File: config.mk
export PLATFORM = sky130hd
export DESIGN_NAME = ordered_list_engine_top_flat
export DESIGN_NICKNAME = d
export VERILOG_FILES = /design/src/olst_pkg.sv /design/src/olst_if.sv /design/src/olst_ram.sv /design/src/ordered_list_engine_top.sv /design/src/flat_wrapper.sv
export SDC_FILE = /design/constraint.sdc
export NUM_CORES = 2
export LEC_CHECK = 0
export BUFFER_PORTS_ARGS = -buffer_cell sky130_fd_sc_hd__clkbuf_2
export CORE_AREA = 5 5 233 406
export CTS_BUF_LIST = sky130_fd_sc_hd__clkbuf_4 sky130_fd_sc_hd__clkbuf_8
export CTS_CLUSTER_SIZE = 25
export DETAILED_ROUTE_END_ITERATION = 7
export DIE_AREA = 0 0 238 411
export PLACE_DENSITY = 0.77
export SYNTH_ARGS = -nofsm -noshare
export SYNTH_HDL_FRONTEND = slang
export SYNTH_SLANG_ARGS = --single-unit
File: constraint.sdc
create_clock -name clk -period 7.36 [get_ports clk]
set_input_delay 1.104 -clock clk [delete_from_list [all_inputs] [get_ports clk]]
set_output_delay 1.104 -clock clk [all_outputs]
set_load 0.01 [all_outputs]
File: src/olst_pkg.sv
// ----------------------------------------------------------------------------
// olst_pkg - shared types and constants for the ordered list engine
// Sizes, command and status codes, and the controller state type.
// ----------------------------------------------------------------------------
`default_nettype none

package olst_pkg;

  // list capacity and derived widths
  localparam int DEPTH = 32;
  localparam int AW    = (DEPTH > 1) ? $clog2(DEPTH) : 1;
  localparam int CW    = $clog2(DEPTH + 1);
  localparam int CNT_W = 6;
  localparam int VAL_W = 32;

  // command codes
  localparam logic [2:0] CMD_APPEND  = 3'd0;
  localparam logic [2:0] CMD_PREPEND = 3'd1;
  localparam logic [2:0] CMD_SORTED  = 3'd2;
  localparam logic [2:0] CMD_DEL_FRT = 3'd3;
  localparam logic [2:0] CMD_DEL_END = 3'd4;
  localparam logic [2:0] CMD_DEL_KEY = 3'd5;
  localparam logic [2:0] CMD_RD_FWD  = 3'd6;
  localparam logic [2:0] CMD_RD_REV  = 3'd7;

  // status codes
  localparam logic [1:0] STAT_OK    = 2'd0;
  localparam logic [1:0] STAT_FULL  = 2'd1;
  localparam logic [1:0] STAT_EMPTY = 2'd2;
  localparam logic [1:0] STAT_NOKEY = 2'd3;

  typedef enum logic [1:0] {
    ST_IDLE,
    ST_WALK,
    ST_FIN
  } state_t;

endpackage

`default_nettype wire

File: src/olst_if.sv
// ----------------------------------------------------------------------------
// olst_if - stream channels of the ordered list engine
// Command channel and result channel, each with valid/ready handshake.
// ----------------------------------------------------------------------------
`default_nettype none

interface olst_cmd_if;
  logic               valid;
  logic               ready;
  logic [2:0]         command;
  logic signed [31:0] value;

  modport source (output valid, command, value, input ready);
  modport sink   (input valid, command, value, output ready);
endinterface

interface olst_res_if;
  logic               valid;
  logic               ready;
  logic [1:0]         status;
  logic signed [31:0] element;
  logic               is_last;
  logic [5:0]         count;

  modport source (output valid, status, element, is_last, count, input ready);
  modport sink   (input valid, status, element, is_last, count, output ready);
endinterface

`default_nettype wire

File: src/olst_ram.sv
// ----------------------------------------------------------------------------
// olst_ram - generic simple dual-port RAM
// One synchronous write port, one read port with registered read data.
// ----------------------------------------------------------------------------
`default_nettype none

module olst_ram #(
  parameter int WIDTH = 32,
  parameter int DEPTH = 32
) (
  input  wire logic                     clk,
  input  wire logic                     we,
  input  wire logic [$clog2(DEPTH)-1:0] waddr,
  input  wire logic [WIDTH-1:0]         wdata,
  input  wire logic [$clog2(DEPTH)-1:0] raddr,
  output logic      [WIDTH-1:0]         rdata
);

  logic [WIDTH-1:0] mem [DEPTH];

  // write port and registered read
  always_ff @(posedge clk) begin
    if (we) begin
      mem[waddr] <= wdata;
    end
    rdata <= mem[raddr];
  end

endmodule

`default_nettype wire

File: src/ordered_list_engine_top.sv
// ----------------------------------------------------------------------------
// ordered_list_engine_top - bounded ordered list of signed 32-bit values
// Elements live in one RAM, front first; a walker reads, shifts and emits.
// ----------------------------------------------------------------------------
// Usage:
//   cmd channel: one command (append, prepend, sorted insert, delete front,
//   delete end, delete key, read forward, read reverse) plus a value per
//   transfer. res channel: status, element, is_last and count per transfer.
//   Non-readout commands give one result; a readout gives one result per
//   element, is_last set on the final one (one empty-status result if the
//   list is empty).
//   Timing: one command at a time. Delete end and rejected commands skip the
//   walk and go straight to the final status. Other commands walk the RAM
//   one entry per cycle, except while a readout is paused (see below), with
//   registered read data. The walk is set by the single RAM read port.
//   A pending result sits in an output register; the next command is taken
//   while it waits. A stalled receiver pauses a readout walk in place, and
//   other commands wait with their result until the register frees up.
//   Reset (rst, synchronous) empties the list; RAM contents are not cleared.
// ----------------------------------------------------------------------------
`default_nettype none

module ordered_list_engine_top
  import olst_pkg::*;
(
  input wire logic  clk,
  input wire logic  rst,
  olst_cmd_if.sink  cmd,
  olst_res_if.source res
);

  // control and walk registers
  state_t             state, state_next;
  logic [2:0]         cmd_r;
  logic signed [31:0] val_r;
  logic [CW-1:0]      count;
  logic [CW-1:0]      ipos;
  logic [CW-1:0]      fpos;
  logic               idone;
  logic [CW-1:0]      ppos;
  logic               pvalid;
  logic               plast;
  logic               ins_act;
  logic               found;
  logic [31:0]        carry;
  logic [1:0]         rstat;

  // output register
  logic               ov;
  logic [1:0]         o_status;
  logic [31:0]        o_elem;
  logic               o_last;
  logic [CW-1:0]      o_count;

  // RAM port
  logic               we;
  logic [AW-1:0]      waddr;
  logic [31:0]        wdata;
  logic [AW-1:0]      raddr;
  logic [31:0]        rdata;

  logic is_read, is_ins, out_free, adv, proc, ins_hit, del_hit;
  logic acc, in_ins, full, empty, ov_set;

  olst_ram #(.WIDTH(VAL_W), .DEPTH(DEPTH)) u_ram (
    .clk   (clk),
    .we    (we),
    .waddr (waddr),
    .wdata (wdata),
    .raddr (raddr),
    .rdata (rdata)
  );

  // decode
  assign is_read  = (cmd_r == CMD_RD_FWD) || (cmd_r == CMD_RD_REV);
  assign is_ins   = (cmd_r == CMD_APPEND) || (cmd_r == CMD_PREPEND) || (cmd_r == CMD_SORTED);
  assign in_ins   = (cmd.command == CMD_APPEND) || (cmd.command == CMD_PREPEND) ||
                    (cmd.command == CMD_SORTED);
  assign full     = (count == CW'(DEPTH));
  assign empty    = (count == '0);
  assign out_free = !ov || res.ready;
  assign acc      = cmd.valid && cmd.ready;

  // walk step: a readout pauses while the output register is blocked
  assign adv  = !(is_read && pvalid && !out_free);
  assign proc = (state == ST_WALK) && pvalid && adv;

  assign ins_hit = !ins_act && ((ppos == count) || (cmd_r == CMD_PREPEND) ||
                   ((cmd_r == CMD_SORTED) && !($signed(rdata) < val_r)));
  assign del_hit = !found && ((cmd_r == CMD_DEL_FRT) || ($signed(rdata) == val_r));

  // output register load: readout element or final status
  assign ov_set = (proc && is_read) || ((state == ST_FIN) && out_free);

  // next state
  always_comb begin
    state_next = state;
    unique case (state)
      ST_IDLE: begin
        if (acc) begin
          if (cmd.command == CMD_DEL_END || (in_ins && full) || (!in_ins && empty)) begin
            state_next = ST_FIN;
          end else begin
            state_next = ST_WALK;
          end
        end
      end
      ST_WALK: begin
        if (proc && plast) begin
          state_next = is_read ? ST_IDLE : ST_FIN;
        end
      end
      ST_FIN: begin
        if (out_free) begin
          state_next = ST_IDLE;
        end
      end
      default: state_next = ST_IDLE;
    endcase
  end

  // RAM controls and handshake outputs
  always_comb begin
    cmd.ready = (state == ST_IDLE);
    we    = proc && ((is_ins && (ins_act || ins_hit)) || (!is_ins && !is_read && found));
    waddr = is_ins ? ppos[AW-1:0] : AW'(ppos - CW'(1));
    wdata = is_ins ? (ins_act ? carry : val_r) : rdata;
    raddr = ((state == ST_WALK) && !adv) ? ppos[AW-1:0] : ipos[AW-1:0];
  end

  assign res.valid   = ov;
  assign res.status  = o_status;
  assign res.element = o_elem;
  assign res.is_last = o_last;
  assign res.count   = CNT_W'(o_count);

  // control registers
  always_ff @(posedge clk) begin
    if (rst) begin
      state  <= ST_IDLE;
      count  <= '0;
      pvalid <= 1'b0;
      ov     <= 1'b0;
    end else begin
      state <= state_next;
      if (ov_set) begin
        ov <= 1'b1;
      end else if (res.ready) begin
        ov <= 1'b0;
      end
      unique case (state)
        ST_IDLE: begin
          if (acc) begin
            pvalid <= 1'b0;
            if (cmd.command == CMD_DEL_END && !empty) begin
              count <= count - CW'(1);
            end
          end
        end
        ST_WALK: begin
          // last entry issued clears pvalid once it is processed
          if (adv) begin
            pvalid <= !idone;
          end
          if (proc && plast) begin
            if (is_ins) begin
              count <= count + CW'(1);
            end else if (!is_read && (found || del_hit)) begin
              count <= count - CW'(1);
            end
          end
        end
        default: ;
      endcase
    end
  end

  // walk datapath and result payload
  always_ff @(posedge clk) begin
    unique case (state)
      ST_IDLE: begin
        if (acc) begin
          cmd_r   <= cmd.command;
          val_r   <= cmd.value;
          ins_act <= 1'b0;
          found   <= 1'b0;
          idone   <= 1'b0;
          ipos    <= (cmd.command == CMD_APPEND) ? count :
                     (cmd.command == CMD_RD_REV) ? count - CW'(1) : '0;
          fpos    <= in_ins ? count :
                     (cmd.command == CMD_RD_REV) ? '0 : count - CW'(1);
          if (in_ins && full) begin
            rstat <= STAT_FULL;
          end else if (!in_ins && empty) begin
            rstat <= STAT_EMPTY;
          end else begin
            rstat <= STAT_OK;
          end
        end
      end
      ST_WALK: begin
        if (adv && !idone) begin
          ppos  <= ipos;
          plast <= (ipos == fpos);
          idone <= (ipos == fpos);
          ipos  <= (cmd_r == CMD_RD_REV) ? ipos - CW'(1) : ipos + CW'(1);
        end
        if (proc) begin
          if (is_ins && (ins_act || ins_hit)) begin
            ins_act <= 1'b1;
            carry   <= rdata;
          end
          if (!is_ins && !is_read && del_hit) begin
            found <= 1'b1;
          end
          if (is_read) begin
            o_status <= STAT_OK;
            o_elem   <= rdata;
            o_last   <= plast;
            o_count  <= count;
          end
          if (plast && !is_read && !is_ins && !(found || del_hit)) begin
            rstat <= STAT_NOKEY;
          end
        end
      end
      ST_FIN: begin
        if (out_free) begin
          o_status <= rstat;
          o_elem   <= '0;
          o_last   <= 1'b1;
          o_count  <= count;
        end
      end
      default: ;
    endcase
  end

  // checks
  a_count_bound: assert property (@(posedge clk) disable iff (rst)
    count <= CW'(DEPTH)) else $error("list count beyond capacity");

  a_no_idle_write: assert property (@(posedge clk) disable iff (rst)
    (state == ST_IDLE) |-> !we) else $error("RAM write while idle");

  a_read_in_range: assert property (@(posedge clk) disable iff (rst)
    (proc && is_read) |-> (ppos < count)) else $error("readout beyond list end");

  a_fin_waits: assert property (@(posedge clk) disable iff (rst)
    (state == ST_FIN && !out_free) |=> (state == ST_FIN))
    else $error("result lost while receiver stalled");

endmodule

`default_nettype wire
File: src/flat_wrapper.sv
// flat-port wrapper written by rule: the top's interface ports become plain ports
module ordered_list_engine_top_flat import olst_pkg::*;
  (clk, rst, cmd_valid, cmd_command, cmd_value, cmd_ready, res_valid, res_status, res_element, res_is_last, res_count, res_ready);
  olst_cmd_if cmd_i ();
  olst_res_if res_i ();
  input wire logic clk;
  input wire logic rst;
  input wire logic [$bits(cmd_i.valid)-1:0] cmd_valid;
  input wire logic [$bits(cmd_i.command)-1:0] cmd_command;
  input wire logic [$bits(cmd_i.value)-1:0] cmd_value;
  output wire logic [$bits(cmd_i.ready)-1:0] cmd_ready;
  output wire logic [$bits(res_i.valid)-1:0] res_valid;
  output wire logic [$bits(res_i.status)-1:0] res_status;
  output wire logic [$bits(res_i.element)-1:0] res_element;
  output wire logic [$bits(res_i.is_last)-1:0] res_is_last;
  output wire logic [$bits(res_i.count)-1:0] res_count;
  input wire logic [$bits(res_i.ready)-1:0] res_ready;
  assign cmd_i.valid = cmd_valid;
  assign cmd_i.command = cmd_command;
  assign cmd_i.value = cmd_value;
  assign cmd_ready = cmd_i.ready;
  assign res_valid = res_i.valid;
  assign res_status = res_i.status;
  assign res_element = res_i.element;
  assign res_is_last = res_i.is_last;
  assign res_count = res_i.count;
  assign res_i.ready = res_ready;
  ordered_list_engine_top u_core (.clk(clk), .rst(rst), .cmd(cmd_i), .res(res_i));
endmodule
==> summary.md <==
| Metric | Value |
|---|---|
| Run status | `finished, violations left` |
| Failing checks | `slew limit` |
| Max cap viols | `0` |
| Core ar. | `91000 um2` |
| R2R Path End | `u_core.u_ram.rdata[3]$_DFF_P_` |
| Share of layout cells above drive strength 1 | `about 15%` |
| Slew Limit Fails | `150` |
| Hold worst-path end | `u_core.val_r[30]$_DFFE_PP_` |
| Synth top area cells | `edfxtp_1 (70%), nand3_1 (5.3%), a211oi_1 (4.0%), and3_1 (3.3%), o21ai_0 (3.1%)` |
| Crit path buffers/inverters | `1` |
| Cell area after layout | `roughly 55000 um2` |
| Worst-Skew Late Latency | `between 0.8 and 0.9 ns` |
| Register area share after synthesis | `71.8%` |
| Min-delay src | `cmd_value[30]` |
| Crit path DAT | `approximately 5.6 ns` |
| Peak VDD IR | `approximately 0.26 mV` |
| Commonest non-fill, non-tap cell in the layout | `edfxtp_1` |
| Post-CTS Setup Inserts | `0` |
| CTS Sinks | `approximately 1200` |
| Slowest stage delay, CP | `approximately 0.96 ns` |
| Final Power | `0.0206 W` |
| Most frequent cells in the layout | `edfxtp_1 (1156), nand3_1 (520), o21ai_0 (272), a211oi_1 (263), and3_1 (259)` |
| Hold crit path type | `in2reg` |
| Mean Syn Cell Area | `about 14 um2` |
| Reg2Reg Depth | `7` |
| Main synth FF type | `edfxtp_1` |
| Lkg Pwr | `18.0 nW` |
| Avg WL per Cell | `approximately 29 um` |
| Final Net Count | `roughly 3600` |
| RSZ-0062 raised after global routing | `false` |
| Setup Viol. Count Final | `0` |
| Critical-path maximum fanout | `between 80 and 90` |
| # IOs | `between 80 and 90` |
| CP Capture Type | `flip-flop` |
| GR Overflow Total | `0` |
| Synth async-reset ratio | `0%` |
| Number of enable flip-flop cells after synthesis | `around 1200` |
| Final core occ | `about three fifths` |
| Tightest Pin Transition | `~1.9 ns` |
| First-pass GRT wire length | `~200000 um` |
| Antenna violations before repair | `1` |
| Placement Setup Slack | `between 2 and 2.5 ns` |
| WS Path Type | `reg2reg` |
| Synth Warn # | `0` |
| Min-Delay Path Depth | `1` |
| CTS Buf Count | `153` |
| Largest net degree at the start of global routing | `260` |
| Yosys cell types | `71` |
| R2r startpoint | `u_core.cmd_r[1]$_DFFE_PP_` |
| Flops & latches, synth | `around 1200` |
| Post-route setup TNS | `0 ns` |
| Fin. Hold Viols | `0` |
| Net Sw Power | `roughly 0.0073 W` |
| Rel. slew slack | `-29.1%` |
| Vias in the first global route | `between 30000 and 40000` |
| Power share of the combinational group | `between 30% and 40%` |
| Final WL | `around 140000 um` |
| DRT iter0 DRCs | `3981` |
| Clock power frac | `between 20% and 30%` |
| Period utilisation layout | `around 65%` |
| Post-Synthesis Cells | `roughly 3500` |
| Clk root buf | `clkbuf_8` |
| Layout area overhead | `10.2%` |
| DRT antenna net count | `0` |
| Initial Util | `54.4%` |
| Die Ht | `~410 um` |
| Die W | `238 um` |
| FMAX | `between 200 and 250 MHz` |
| Fin worst setup slack | `roughly 2.6 ns` |
| Die footprint | `a little under 100000 um2` |
| CP delay by family, top | `simple AND/OR/NAND/NOR gates` |
| Share of the synthesized area in the top cell type | `between 70% and 80%` |
| Critical path launch point type | `flip-flop` |
| Pwr dens | `378 nW/um2` |
| P_int | `roughly 0.013 W` |
| CTS tree | `yes` |
| Cell taking the most area after synthesis | `edfxtp_1` |
| # DRC | `0` |
| Post-CTS Resized | `0` |
| Reg power frac | `between 40% and 50%` |
| DRT Pass-1 Iters | `6` |
| Clk_skew | `around 0.025 ns` |
| CP max-delay cell | `nand2_4` |
| WP data required | `slightly above 8 ns` |
| Setup slack, reg-to-reg | `roughly 2.6 ns` |
| Syn nets | `3596` |
| Clk buf depth | `3` |
| Switching part of the total | `about 36%` |
| IO buf count | `81` |
| DR vias | `approximately 33000` |
| GRT Util Overall | `27.6%` |
| Cts hold-fix bufs | `0` |
| CTS H-Tree Depth | `4` |
| Hpwl dp | `~74000 um` |
| Crit path time final | `4.81 ns` |
| Vias per cell | `6.78` |
| GPL Wtd Cong | `between 0.8 and 0.9` |
| Row cnt | `between 100 and 150` |
| Placed Area | `51400 um2` |
| Synth Cell Area | `~50000 um2` |
| Critical-path cell list | `and4b_1 -> nand3_4 -> nand2_4 -> buf_4 -> a211oi_1 -> nor4_1 -> o2111a_1` |
| Clk slew on worst S/H paths | `approximately 0.08 ns` |
## worst reg2reg max path, stage by stage, from the launching register on
cell	delay (ns)
edfxtp_1	0.63
and4b_1	0.59
nand3_4	0.76
nand2_4	1.03
buf_4	0.78
a211oi_1	0.21
nor4_1	0.49
o2111a_1	0.25
## per-layer routing
layer,GRT usage (%),wire [um]
met5,0,0
met4,17.4,9830
met3,5.55,14200
met2,46.1,68600
met1,32.8,46000
## per-stage QoR
step                hold WS [ns]  std cells
floorplan                  0.420       3517
global placement           0.487       4568
detailed placement         0.490       4568
CTS                        0.410       4850
global route               0.441       4851
finish                     0.469       4851
## logic make-up after synthesis
group / synth area share, %
DFF: 71.8
and+or+nand+nor: 11.3
AOI/OAI and AO/OA: 11.8
buffers and inverters: 2.96
adders and majority gates: 1.03
muxes: 0.796
xor gates and xnor gates: 0.389
## registers in the layout, summed over array words and instances, names as in the netlist, 2 cells and up
register / count
u_core.res.element: 32
u_core.ppos: 6
u_core.val_r: 32
u_core.res.status: 2
u_core.u_ram.mem: 1024
u_core.res.count: 6
u_core.count: 6
u_core.rstat: 2
u_core.fpos: 6
u_core.carry: 32
u_core.state: 2
u_core.cmd_r: 3
u_core.ipos: 6
u_core.u_ram.rdata: 32
## power groups by stage
stage | Sequential [W] | Clock (W) | Combinational, W
final | 0.00919 | 0.00499 | 0.00645
after global placement | 0.00930 | 0 | 0.00612
after CTS | 0.00916 | 0.00500 | 0.00632
after floorplan | 0.00915 | 0 | 0.00425
after global routing | 0.00919 | 0.00532 | 0.00688
after detailed placement | 0.00930 | 0 | 0.00628
## cell usage after synthesis, types with 4 or more instances
cell type	instances
edfxtp_1	1156
nand3_1	520
o21ai_0	304
a211oi_1	263
and3_1	259
clkbuf_1	211
nand2_1	98
a21oi_1	75
a41o_1	64
buf_2	61
inv_1	50
dfxtp_1	42
ha_1	39
and2_1	36
mux2i_1	36
nor4_1	36
o2111a_1	32
nor2_1	28
o41ai_2	28
buf_1	21
xnor2_1	15
nor3_1	11
or3_1	9
buf_4	8
nand4_1	8
xor2_1	7
a21o_1	6
a31oi_1	6
o22ai_1	6
and4_1	5
nand2b_1	5
o41ai_1	5
buf_6	4
nor2b_1	4
o211ai_1	4
## how the worst max path moves through the flow
stage / from / to / cells after the start
2_1_floorplan: u_core.val_r[31]$_DFFE_PP_ / u_core.u_ram.mem[27][0]$_DFFE_PP_ / 9
6_report: u_core.cmd_r[1]$_DFFE_PP_ / u_core.u_ram.rdata[3]$_DFF_P_ / 7
3_5_place_dp: res_ready / u_core.u_ram.rdata[3]$_DFF_P_ / 8
4_1_cts: u_core.cmd_r[1]$_DFFE_PP_ / u_core.u_ram.rdata[3]$_DFF_P_ / 7
3_3_place_gp: res_ready / u_core.u_ram.rdata[8]$_DFF_P_ / 8
5_1_grt: u_core.cmd_r[1]$_DFFE_PP_ / u_core.u_ram.rdata[8]$_DFF_P_ / 7
## final cells by class
| class | count | area, um2 |
|---|---|---|
| Antenna cell | 1 | 2.50 |
| Timing Repair Buffer | 164 | 1100 |
| Inverter | 50 | 188 |
| Clock inverter | 59 | 419 |
| Multi-Input combinational cell | 1964 | 13100 |
| Sequential cell | 1198 | 35600 |
| Clock buffer | 223 | 2740 |
| Fill cell | 6578 | 36400 |
| Tap cell | 1192 | 1490 |
No activity file was read; power rests on OpenSTA's default activity.
